## src/rtl/kmms_pkg.sv

```systemverilog
// kmms_pkg: field widths, stream packing and constants for the k-way merge block
// no dependencies; used by kway_merge_min_select
package kmms_pkg;

	localparam int RUN_W = 4;
	localparam int KEY_W = 31;
	localparam int PAY_W = 64;
	localparam int CFG_W = 5;

	// key value reserved as end-of-run marker
	localparam logic [KEY_W-1:0] END_KEY = {KEY_W{1'b1}};

	// stream packing in tdata, lowest field first: input run/key/payload, output key/payload/run
	localparam int IN_BITS    = RUN_W + KEY_W + PAY_W;
	localparam int IN_TDATA_W = ((IN_BITS + 7) / 8) * 8;
	localparam int OUT_BITS    = KEY_W + PAY_W + RUN_W;
	localparam int OUT_TDATA_W = ((OUT_BITS + 7) / 8) * 8;

	// register reset value for the number of merged runs
	localparam logic [CFG_W-1:0] RUNS_RESET = CFG_W'(2);

endpackage

```

## src/rtl/kway_merge_min_select.sv

```systemverilog
// kway_merge_min_select: k-way merge of sorted runs with a sequential minimum scan
// depends on kmms_pkg and kmms_ram
//
// The block holds one head record per run. Each input item either delivers the
// next record of a run (key, payload) or, with tlast set or the all-ones key,
// marks that run as ended. Once every run in use holds a head or has ended, the
// heads are scanned one slot per cycle through a single comparator and the
// smallest key is emitted (ties go to the lowest run index); refill_run then
// names the run whose next record is wanted. When every run has ended a single
// done item (tlast high, tuser low) is emitted and all slots clear for the next
// merge. An item that is ignored (run not in use, slot already occupied or
// ended) is consumed with no effect; an item that leaves some run still empty
// goes through the check state back to idle; an item that triggers a result
// goes through check, a scan of the clamped runs_in_use slots of the head ram
// with its registered read, and emit. No clearing pass is needed after reset.
// The result sits in an output register; a new item may be taken while it
// waits, and a further result stalls only while that register is still occupied.
// runs_in_use below 2 acts as 2 and above MAX_RUNS acts as MAX_RUNS.
module kway_merge_min_select #(
	parameter int MAX_RUNS     = 16,
	parameter int PAYLOAD_BITS = 64
) (
	input  logic clk,
	input  logic arst_n,

	// configuration: runs_in_use
	input  logic                       cfg_valid,
	output logic                       cfg_ready,
	input  logic [kmms_pkg::CFG_W-1:0] cfg_data,

	// input items
	input  logic                             s_tvalid,
	output logic                             s_tready,
	input  logic [kmms_pkg::IN_TDATA_W-1:0]  s_tdata,  // run_index, rec_key, rec_payload, zero pad
	input  logic                             s_tlast,  // run_ended

	// result items
	output logic                             m_tvalid,
	input  logic                             m_tready,
	output logic [kmms_pkg::OUT_TDATA_W-1:0] m_tdata,  // out_key, out_payload, refill_run, zero pad
	output logic [0:0]                       m_tuser,  // out_valid
	output logic                             m_tlast   // merge_done
);

	localparam int IDX_W = $clog2(MAX_RUNS);
	localparam int CNT_W = $clog2(MAX_RUNS + 1);
	localparam int REC_W = kmms_pkg::KEY_W + PAYLOAD_BITS;

	// sequencer states
	localparam logic [1:0] ST_IDLE  = 2'd0;
	localparam logic [1:0] ST_CHECK = 2'd1;
	localparam logic [1:0] ST_SCAN  = 2'd2;
	localparam logic [1:0] ST_EMIT  = 2'd3;

	logic [1:0] state_q;

	logic [kmms_pkg::CFG_W-1:0] runs_q;
	logic [CNT_W-1:0]           n_runs;
	logic [31:0]                runs_ext;

	// per-slot status
	logic [MAX_RUNS-1:0] full_q;
	logic [MAX_RUNS-1:0] ended_q;

	// unpacked input fields
	logic [kmms_pkg::RUN_W-1:0] in_run;
	logic [kmms_pkg::KEY_W-1:0] in_key;
	logic [kmms_pkg::PAY_W-1:0] in_pay;
	logic [IDX_W-1:0]           in_slot;
	logic                       in_end;
	logic                       s_accept;
	logic                       in_ok;

	logic all_ready;

	// scan pipeline
	logic [CNT_W-1:0] scan_idx_q;
	logic             scan_issue;
	logic             rd_vld_s1;
	logic             rd_last_s1;
	logic [IDX_W-1:0] rd_idx_s1;
	logic [REC_W-1:0] rd_data;
	logic [kmms_pkg::KEY_W-1:0] rd_key;
	logic [PAYLOAD_BITS-1:0]    rd_pay;
	logic             take_rd;

	// running minimum
	logic                       any_q;
	logic [IDX_W-1:0]           best_idx_q;
	logic [kmms_pkg::KEY_W-1:0] best_key_q;
	logic [PAYLOAD_BITS-1:0]    best_pay_q;

	// output register
	logic                             m_tvalid_q;
	logic [kmms_pkg::OUT_TDATA_W-1:0] m_tdata_q;
	logic                             m_tuser_q;
	logic                             m_tlast_q;
	logic                             out_busy;
	logic                             emit_go;

	// clamp the register value to the supported run count
	assign runs_ext = 32'(runs_q);
	always_comb begin
		if (runs_ext < 32'd2) begin
			n_runs = CNT_W'(2);
		end else if (runs_ext > 32'(MAX_RUNS)) begin
			n_runs = CNT_W'(MAX_RUNS);
		end else begin
			n_runs = CNT_W'(runs_ext);
		end
	end

	assign cfg_ready = 1'b1;

	always_ff @(posedge clk or negedge arst_n) begin
		if (!arst_n) begin
			runs_q <= kmms_pkg::RUNS_RESET;
		end else if (cfg_valid && cfg_ready) begin
			runs_q <= cfg_data;
		end
	end

	// input unpacking
	assign in_run  = s_tdata[kmms_pkg::RUN_W-1:0];
	assign in_key  = s_tdata[kmms_pkg::RUN_W +: kmms_pkg::KEY_W];
	assign in_pay  = s_tdata[kmms_pkg::RUN_W + kmms_pkg::KEY_W +: kmms_pkg::PAY_W];
	assign in_slot = IDX_W'(in_run);
	assign in_end  = s_tlast || (in_key == kmms_pkg::END_KEY);

	assign s_tready = (state_q == ST_IDLE);
	assign s_accept = s_tvalid && s_tready;

	// run in use and its slot still waiting for a record
	assign in_ok = (32'(in_run) < 32'(n_runs)) && !full_q[in_slot] && !ended_q[in_slot];

	// every run in use holds a head or has ended
	always_comb begin
		all_ready = 1'b1;
		for (int i = 0; i < MAX_RUNS; i++) begin
			if ((i < 32'(n_runs)) && !full_q[i] && !ended_q[i]) begin
				all_ready = 1'b0;
			end
		end
	end

	// head records live in a small ram, read one slot per scan cycle
	assign scan_issue = (state_q == ST_SCAN) && (scan_idx_q < n_runs);

	kmms_ram #(
		.WIDTH(REC_W),
		.DEPTH(MAX_RUNS)
	) u_heads (
		.clk    (clk),
		.wr_en  (s_accept && in_ok && !in_end),
		.wr_addr(in_slot),
		.wr_data({in_pay[PAYLOAD_BITS-1:0], in_key}),
		.rd_en  (scan_issue),
		.rd_addr(scan_idx_q[IDX_W-1:0]),
		.rd_data(rd_data)
	);

	assign rd_key  = rd_data[kmms_pkg::KEY_W-1:0];
	assign rd_pay  = rd_data[kmms_pkg::KEY_W +: PAYLOAD_BITS];
	// strict less-than keeps the lowest index on ties
	assign take_rd = rd_vld_s1 && full_q[rd_idx_s1] && (!any_q || (rd_key < best_key_q));

	assign out_busy = m_tvalid_q && !m_tready;
	assign emit_go  = (state_q == ST_EMIT) && !out_busy;

	// sequencer
	always_ff @(posedge clk or negedge arst_n) begin
		if (!arst_n) begin
			state_q    <= ST_IDLE;
			scan_idx_q <= '0;
			rd_vld_s1  <= 1'b0;
			rd_last_s1 <= 1'b0;
			any_q      <= 1'b0;
		end else begin
			rd_vld_s1  <= scan_issue;
			rd_last_s1 <= scan_issue && (scan_idx_q == (n_runs - CNT_W'(1)));
			unique case (state_q)
				ST_IDLE: begin
					if (s_accept && in_ok) begin
						state_q <= ST_CHECK;
					end
				end
				ST_CHECK: begin
					scan_idx_q <= '0;
					any_q      <= 1'b0;
					state_q    <= all_ready ? ST_SCAN : ST_IDLE;
				end
				ST_SCAN: begin
					if (scan_issue) begin
						scan_idx_q <= scan_idx_q + CNT_W'(1);
					end
					if (take_rd) begin
						any_q <= 1'b1;
					end
					if (rd_vld_s1 && rd_last_s1) begin
						state_q <= ST_EMIT;
					end
				end
				ST_EMIT: begin
					if (emit_go) begin
						state_q <= ST_IDLE;
					end
				end
				default: begin
					state_q <= ST_IDLE;
				end
			endcase
		end
	end

	// scan bookkeeping and best-candidate payload need no reset
	always_ff @(posedge clk) begin
		rd_idx_s1 <= scan_idx_q[IDX_W-1:0];
		if (take_rd) begin
			best_idx_q <= rd_idx_s1;
			best_key_q <= rd_key;
			best_pay_q <= rd_pay;
		end
	end

	// slot status flags
	always_ff @(posedge clk or negedge arst_n) begin
		if (!arst_n) begin
			full_q  <= '0;
			ended_q <= '0;
		end else if (s_accept && in_ok) begin
			if (in_end) begin
				ended_q[in_slot] <= 1'b1;
			end else begin
				full_q[in_slot] <= 1'b1;
			end
		end else if (emit_go) begin
			if (any_q) begin
				full_q[best_idx_q] <= 1'b0;
			end else begin
				// merge finished: clear every slot for the next pass
				full_q  <= '0;
				ended_q <= '0;
			end
		end
	end

	// output register
	always_ff @(posedge clk or negedge arst_n) begin
		if (!arst_n) begin
			m_tvalid_q <= 1'b0;
		end else if (emit_go) begin
			m_tvalid_q <= 1'b1;
		end else if (m_tready) begin
			m_tvalid_q <= 1'b0;
		end
	end

	always_ff @(posedge clk) begin
		if (emit_go) begin
			m_tuser_q <= any_q;
			m_tlast_q <= !any_q;
			if (any_q) begin
				m_tdata_q <= kmms_pkg::OUT_TDATA_W'({
					kmms_pkg::RUN_W'(best_idx_q),
					kmms_pkg::PAY_W'(best_pay_q),
					best_key_q
				});
			end else begin
				m_tdata_q <= '0;
			end
		end
	end

	assign m_tvalid   = m_tvalid_q;
	assign m_tdata    = m_tdata_q;
	assign m_tuser[0] = m_tuser_q;
	assign m_tlast    = m_tlast_q;

	// a slot never holds a head and an end mark at once
	a_slot_excl: assert property (@(posedge clk) disable iff (!arst_n)
		(full_q & ended_q) == '0)
		else $error("slot both full and ended");

	// the scan never reads past the runs in use
	a_scan_range: assert property (@(posedge clk) disable iff (!arst_n)
		rd_vld_s1 |-> (32'(rd_idx_s1) < 32'(n_runs)))
		else $error("scan index out of range");

	// emitting a record frees exactly that run's slot
	a_emit_frees: assert property (@(posedge clk) disable iff (!arst_n)
		(emit_go && any_q) |=> !full_q[$past(best_idx_q)])
		else $error("emitted slot still full");

	// a done item carries no record
	a_done_empty: assert property (@(posedge clk) disable iff (!arst_n)
		(m_tvalid && m_tlast) |-> (!m_tuser[0] && (m_tdata == '0)))
		else $error("done item carries data");

	// input is only taken while no scan or emit is in flight
	a_no_overlap: assert property (@(posedge clk) disable iff (!arst_n)
		(rd_vld_s1 || (state_q == ST_EMIT)) |-> !s_tready)
		else $error("input taken during scan");

endmodule

```

## src/rtl/kmms_ram.sv

```systemverilog
// kmms_ram: generic single-write, single-read ram with registered read data
// no dependencies; used by kway_merge_min_select for the head records
module kmms_ram #(
	parameter int WIDTH = 8,
	parameter int DEPTH = 16
) (
	input  logic                     clk,
	input  logic                     wr_en,
	input  logic [$clog2(DEPTH)-1:0] wr_addr,
	input  logic [WIDTH-1:0]         wr_data,
	input  logic                     rd_en,
	input  logic [$clog2(DEPTH)-1:0] rd_addr,
	output logic [WIDTH-1:0]         rd_data
);

	logic [WIDTH-1:0] mem_q [DEPTH];
	logic [WIDTH-1:0] rd_data_q;

	always_ff @(posedge clk) begin
		if (wr_en) begin
			mem_q[wr_addr] <= wr_data;
		end
		if (rd_en) begin
			rd_data_q <= mem_q[rd_addr];
		end
	end

	assign rd_data = rd_data_q;

endmodule
```

## config.mk

```make
export PLATFORM = sky130hd
export DESIGN_NAME = kway_merge_min_select
export DESIGN_NICKNAME = d
export VERILOG_FILES = /design/src/rtl/kmms_pkg.sv /design/src/rtl/kway_merge_min_select.sv /design/src/rtl/kmms_ram.sv
export SDC_FILE = /design/constraint.sdc
export NUM_CORES = 2
export LEC_CHECK = 0
export BUFFER_PORTS_ARGS = -buffer_cell sky130_fd_sc_hd__buf_2
export CAP_MARGIN = 20
export CORE_MARGIN = 3
export CORE_UTILIZATION = 53
export CTS_CLUSTER_SIZE = 40
export DETAILED_ROUTE_END_ITERATION = 10
export GPL_TIMING_DRIVEN = 0
export HOLD_SLACK_MARGIN = 0.03
export PLACE_DENSITY = 0.7
export SKIP_CTS_REPAIR_TIMING = 1
export SLEW_MARGIN = 10
export SYNTH_ARGS = -nofsm -noshare
export SYNTH_HDL_FRONTEND = slang
export SYNTH_SLANG_ARGS = --single-unit
```

## constraint.sdc

```tcl
create_clock -name clk -period 13.17 [get_ports clk]
set_input_delay 1.317 -clock clk [delete_from_list [all_inputs] [get_ports clk]]
set_output_delay 1.317 -clock clk [all_outputs]
set_load 0.01 [all_outputs]
```

==> impl_metrics.py <==
metrics = {
    "cts": {
        "cts_tree": "built",
        "path_clk_slew_ns": 0.07,
        "root_buffer": "clkbuf_16",
        "cts-buffers-inserted": 179,
        "clkLatencyLatePin_ns": 0.80,
        "htree_levels": 4,
        "clkSinkCount": 1867,
        "cts_buffer_depth": 3,
    },
    "synthesis": {
        "syn_area_sq_um": 70300,
        "netlist_instances": 2995,
        "synthTopCellsByArea": "edfxtp_1 77%, mux4_2 15%, dfrtp_1 1.7%, ha_1 0.73%, and2_1 0.61%",
        "synth-async-reset-ratio_pct": 2.57,
        "synth_commonest_cells": "1815 x edfxtp_1, 482 x mux4_2, 99 x nor2_1",
        "synth_enable_flop_cells": 1815,
        "ys_ff_latch": 1867,
        "yosys.cell_types.count": 59,
        "ys_seq_area_share_pct": 79.3,
        "yosysTopAreaCellShare_pct": 77.5,
        "yosysTopAreaCell": "edfxtp_1",
        "synth.most_common_cell": "edfxtp_1",
        "avgSynthCellArea_sq_um": 23.5,
        "synth_warnings": 0,
        "synthFlopType": "edfxtp_1",
    },
    "floorplan": {
        "floorplan.initialDensity_pct": 53.4,
        "rows": 133,
        "core_sq_um": 132000,
        "dieHeight_um": 370,
        "boundaryPins": 224,
        "die_area_sq_um": 137000,
        "die_x_um": 370,
    },
    "sta": {
        "fmax_mhz": 209,
        "fin_skew_ns": 0.0327,
        "hold_slack_ns": 0.418,
        "slew_headroom_pct": 23.7,
        "fin_crit_sh_pct": 36.4,
        "setup_viol": 0,
        "final_hold_viol_count": 0,
        "rsz0062_at_grt": "no",
        "tightest_slew_ns": 1.14,
        "min_period_ns": 4.79,
        "final_max_slew_viol_count": 0,
        "setup_slack_ns": 8.38,
    },
    "detailed_routing": {
        "drt_iter0_markers": 4734,
        "detail-route-antenna-nets": 0,
        "routed_via_density": 6.20,
        "dr_total_vias": 33600,
        "drc": 0,
        "routedWlPerCell_um": 31.2,
        "routed_wl_um": 169000,
        "first_pass_iters": 7,
    },
    "power": {
        "p_per_area_nw_per_um2": 169,
        "seqPwrFrac_pct": 48.9,
        "p_comb_share_pct": 16.0,
        "total_power_uw": 13800,
        "leakage_uw": 0.0260,
        "internal-power_uw": 10500,
        "p_sw_share_pct": 24.3,
        "peakVddDrop_mv": 0.106,
        "netSwitchingPower_uw": 3350,
        "clockPowerShare_pct": 35.1,
    },
    "placement": {
        "hpwl_um": 106000,
        "dp_slack_ns": 8.10,
        "io_buffers": 211,
        "gp_congestion": 0.877,
    },
    "global_route": {
        "grt_usage_pct": 25.2,
        "grt_pass1_wl_um": 245000,
        "grt_pass1_vias": 34200,
        "grt_max_degree": 59,
        "antenna_found_initial": 27,
        "overflow": 0,
    },
    "setup_path": {
        "criticalPathCategory": "flop to flop",
        "cp_max_fo": 19,
        "critPathRequiredTime_ns": 13.65,
        "arrival_ns": 5.26,
        "cp-start-kind": "flop",
        "worstSetupEndpointType": "flop",
    },
    "outcome": {
        "outcome": "completed",
    },
    "run": {
        "drv_cap": 0,
    },
    "cells_and_area": {
        "nets": 3680,
        "final_core_util_pct": 62.2,
        "drive_gt1_share_pct": 31.8,
        "area_growth_pct": 16.4,
    },
    "hold_path": {
        "hp-class": "flop to flop",
    },
}
-- final timing paths --
| kind | start | to | slack [ns] | cells after the start |
|---|---|---|---|---|
| setup reg to reg | runs_q[2]$_DFFE_PN0P_ | u_heads.mem_q[7][65]$_DFFE_PP_ | 8.38 | 13 |
| hold / removal | u_heads.rd_data[36]$_DFFE_PP_ | best_pay_q[5]$_DFFE_PP_ | 0.42 | 0 |
| setup / recovery | runs_q[2]$_DFFE_PN0P_ | u_heads.mem_q[7][65]$_DFFE_PP_ | 8.38 | 13 |
| max in group asynchronous | arst_n | ended_q[9]$_DFFE_PN0P_ | 12.17 | 2 |
| min in group asynchronous | arst_n | m_tvalid$_DFFE_PN0P_ | 0.46 | 1 |
| hold reg to reg | u_heads.rd_data[36]$_DFFE_PP_ | best_pay_q[5]$_DFFE_PP_ | 0.42 | 0 |
-- layout make-up --
cell class | count | area [sq um]
sequential | 1867 | 55800
fill | 8615 | 49800
multi-input combinational | 947 | 13900
clock buffer | 229 | 4830
timing repair buffer | 344 | 3640
tap | 1755 | 2200
clock inverter | 92 | 654
buffer | 144 | 648
inverter | 41 | 166
antenna | 12 | 30.0
-- state kept, by name (all words and copies together) (netlist names), named ones only --
name,count
runs_q,5
u_heads.rd_data,95
best_key_q,31
rd_vld_s1,1
ended_q,16
any_q,1
m_tvalid,1
m_tuser,1
scan_idx_q,5
best_idx_q,4
rd_idx_s1,4
best_pay_q,64
state_q,1
rd_last_s1,1
m_tdata,99
u_heads.mem_q,1520
m_tlast,1
full_q,16
-- metrics by stage --
step	instance area [sq um]	setup TNS [ns]	std cells
2_1_floorplan	70400	0	2999
3_3_place_gp	73600	-1287.81	4965
3_5_place_dp	76200	0	5091
4_1_cts	81700	0	5412
5_1_grt	81800	0	5422
6_report	81800	0	5431
-- critical path: stages, from the launching register on --
cell and delay [ns]:
dfrtp_1 0.40, clkbuf_1 0.37, nor2_1 0.09, o21ai_0 0.52
ha_1 0.35, o2111ai_1 0.19, a21oi_1 0.13, nor3_4 0.53
nand2_4 0.14, buf_2 0.33, nor2_4 0.64, buf_12 0.28
buf_12 0.22, buf_12 0.22
-- cell families (layout without fill, tap and decap cells) --
kind of cell	Yosys count	count (layout)	share of synthesized area, %
AOI/OAI and AO/OA	133	133	1.22
xor gates and xnor gates	5	5	0.0623
adders and majority gates	41	41	0.729
buffers and inverters	185	850	1.14
DFF	1867	1867	79.3
muxes	490	490	15.6
other	2	18	0.0107
and+or+nand+nor	272	272	1.98
-- metal layers --
metal | part of all wire, % | routed length, um | up-vias | track usage [%]
met1 | 39 | 65700 | 17700 | 35.9
li1 | - | - | 13700 | -
met3 | 9.9 | 16800 | 307 | 5.62
met2 | 49 | 82200 | 1880 | 39.7
met4 | 2.7 | 4580 | 16 | 7.75
met5 | 0.055 | 93 | - | 0
-- power by group through the flow --
stage	clock network, uW	logic [uW]	registers, uW
floorplan	0	1490	6840
global placement	0	2140	6880
detailed placement	0	2210	6860
CTS	4930	2230	6740
global route	5160	2360	6750
finish	4850	2210	6740
-- cells in the final DEF (no fill, tap or decap), types with 8 or more instances in the layout --
| cell type | n |
|---|---|
| diode_2 | 12 |
| buf_12 | 51 |
| a21o_1 | 8 |
| clkbuf_1 | 121 |
| dfrtp_1 | 47 |
| buf_6 | 9 |
| nand2_1 | 31 |
| buf_2 | 255 |
| o21ai_0 | 30 |
| clkbuf_16 | 184 |
| clkinv_1 | 41 |
| inv_1 | 39 |
| mux4_2 | 482 |
| ha_1 | 41 |
| nor2_1 | 84 |
| a21oi_1 | 35 |
| buf_1 | 8 |
| nand4_1 | 14 |
| o21ai_2 | 14 |
| nand3_1 | 11 |
| buf_8 | 18 |
| buf_16 | 40 |
| bufinv_16 | 8 |
| edfxtp_1 | 1815 |
| nor3_1 | 11 |
| buf_4 | 23 |
| nor2b_1 | 11 |
| and2_1 | 69 |
| nor2_4 | 15 |
| a31oi_1 | 16 |
| clkinv_2 | 32 |
(Power assumes the default switching activity.)
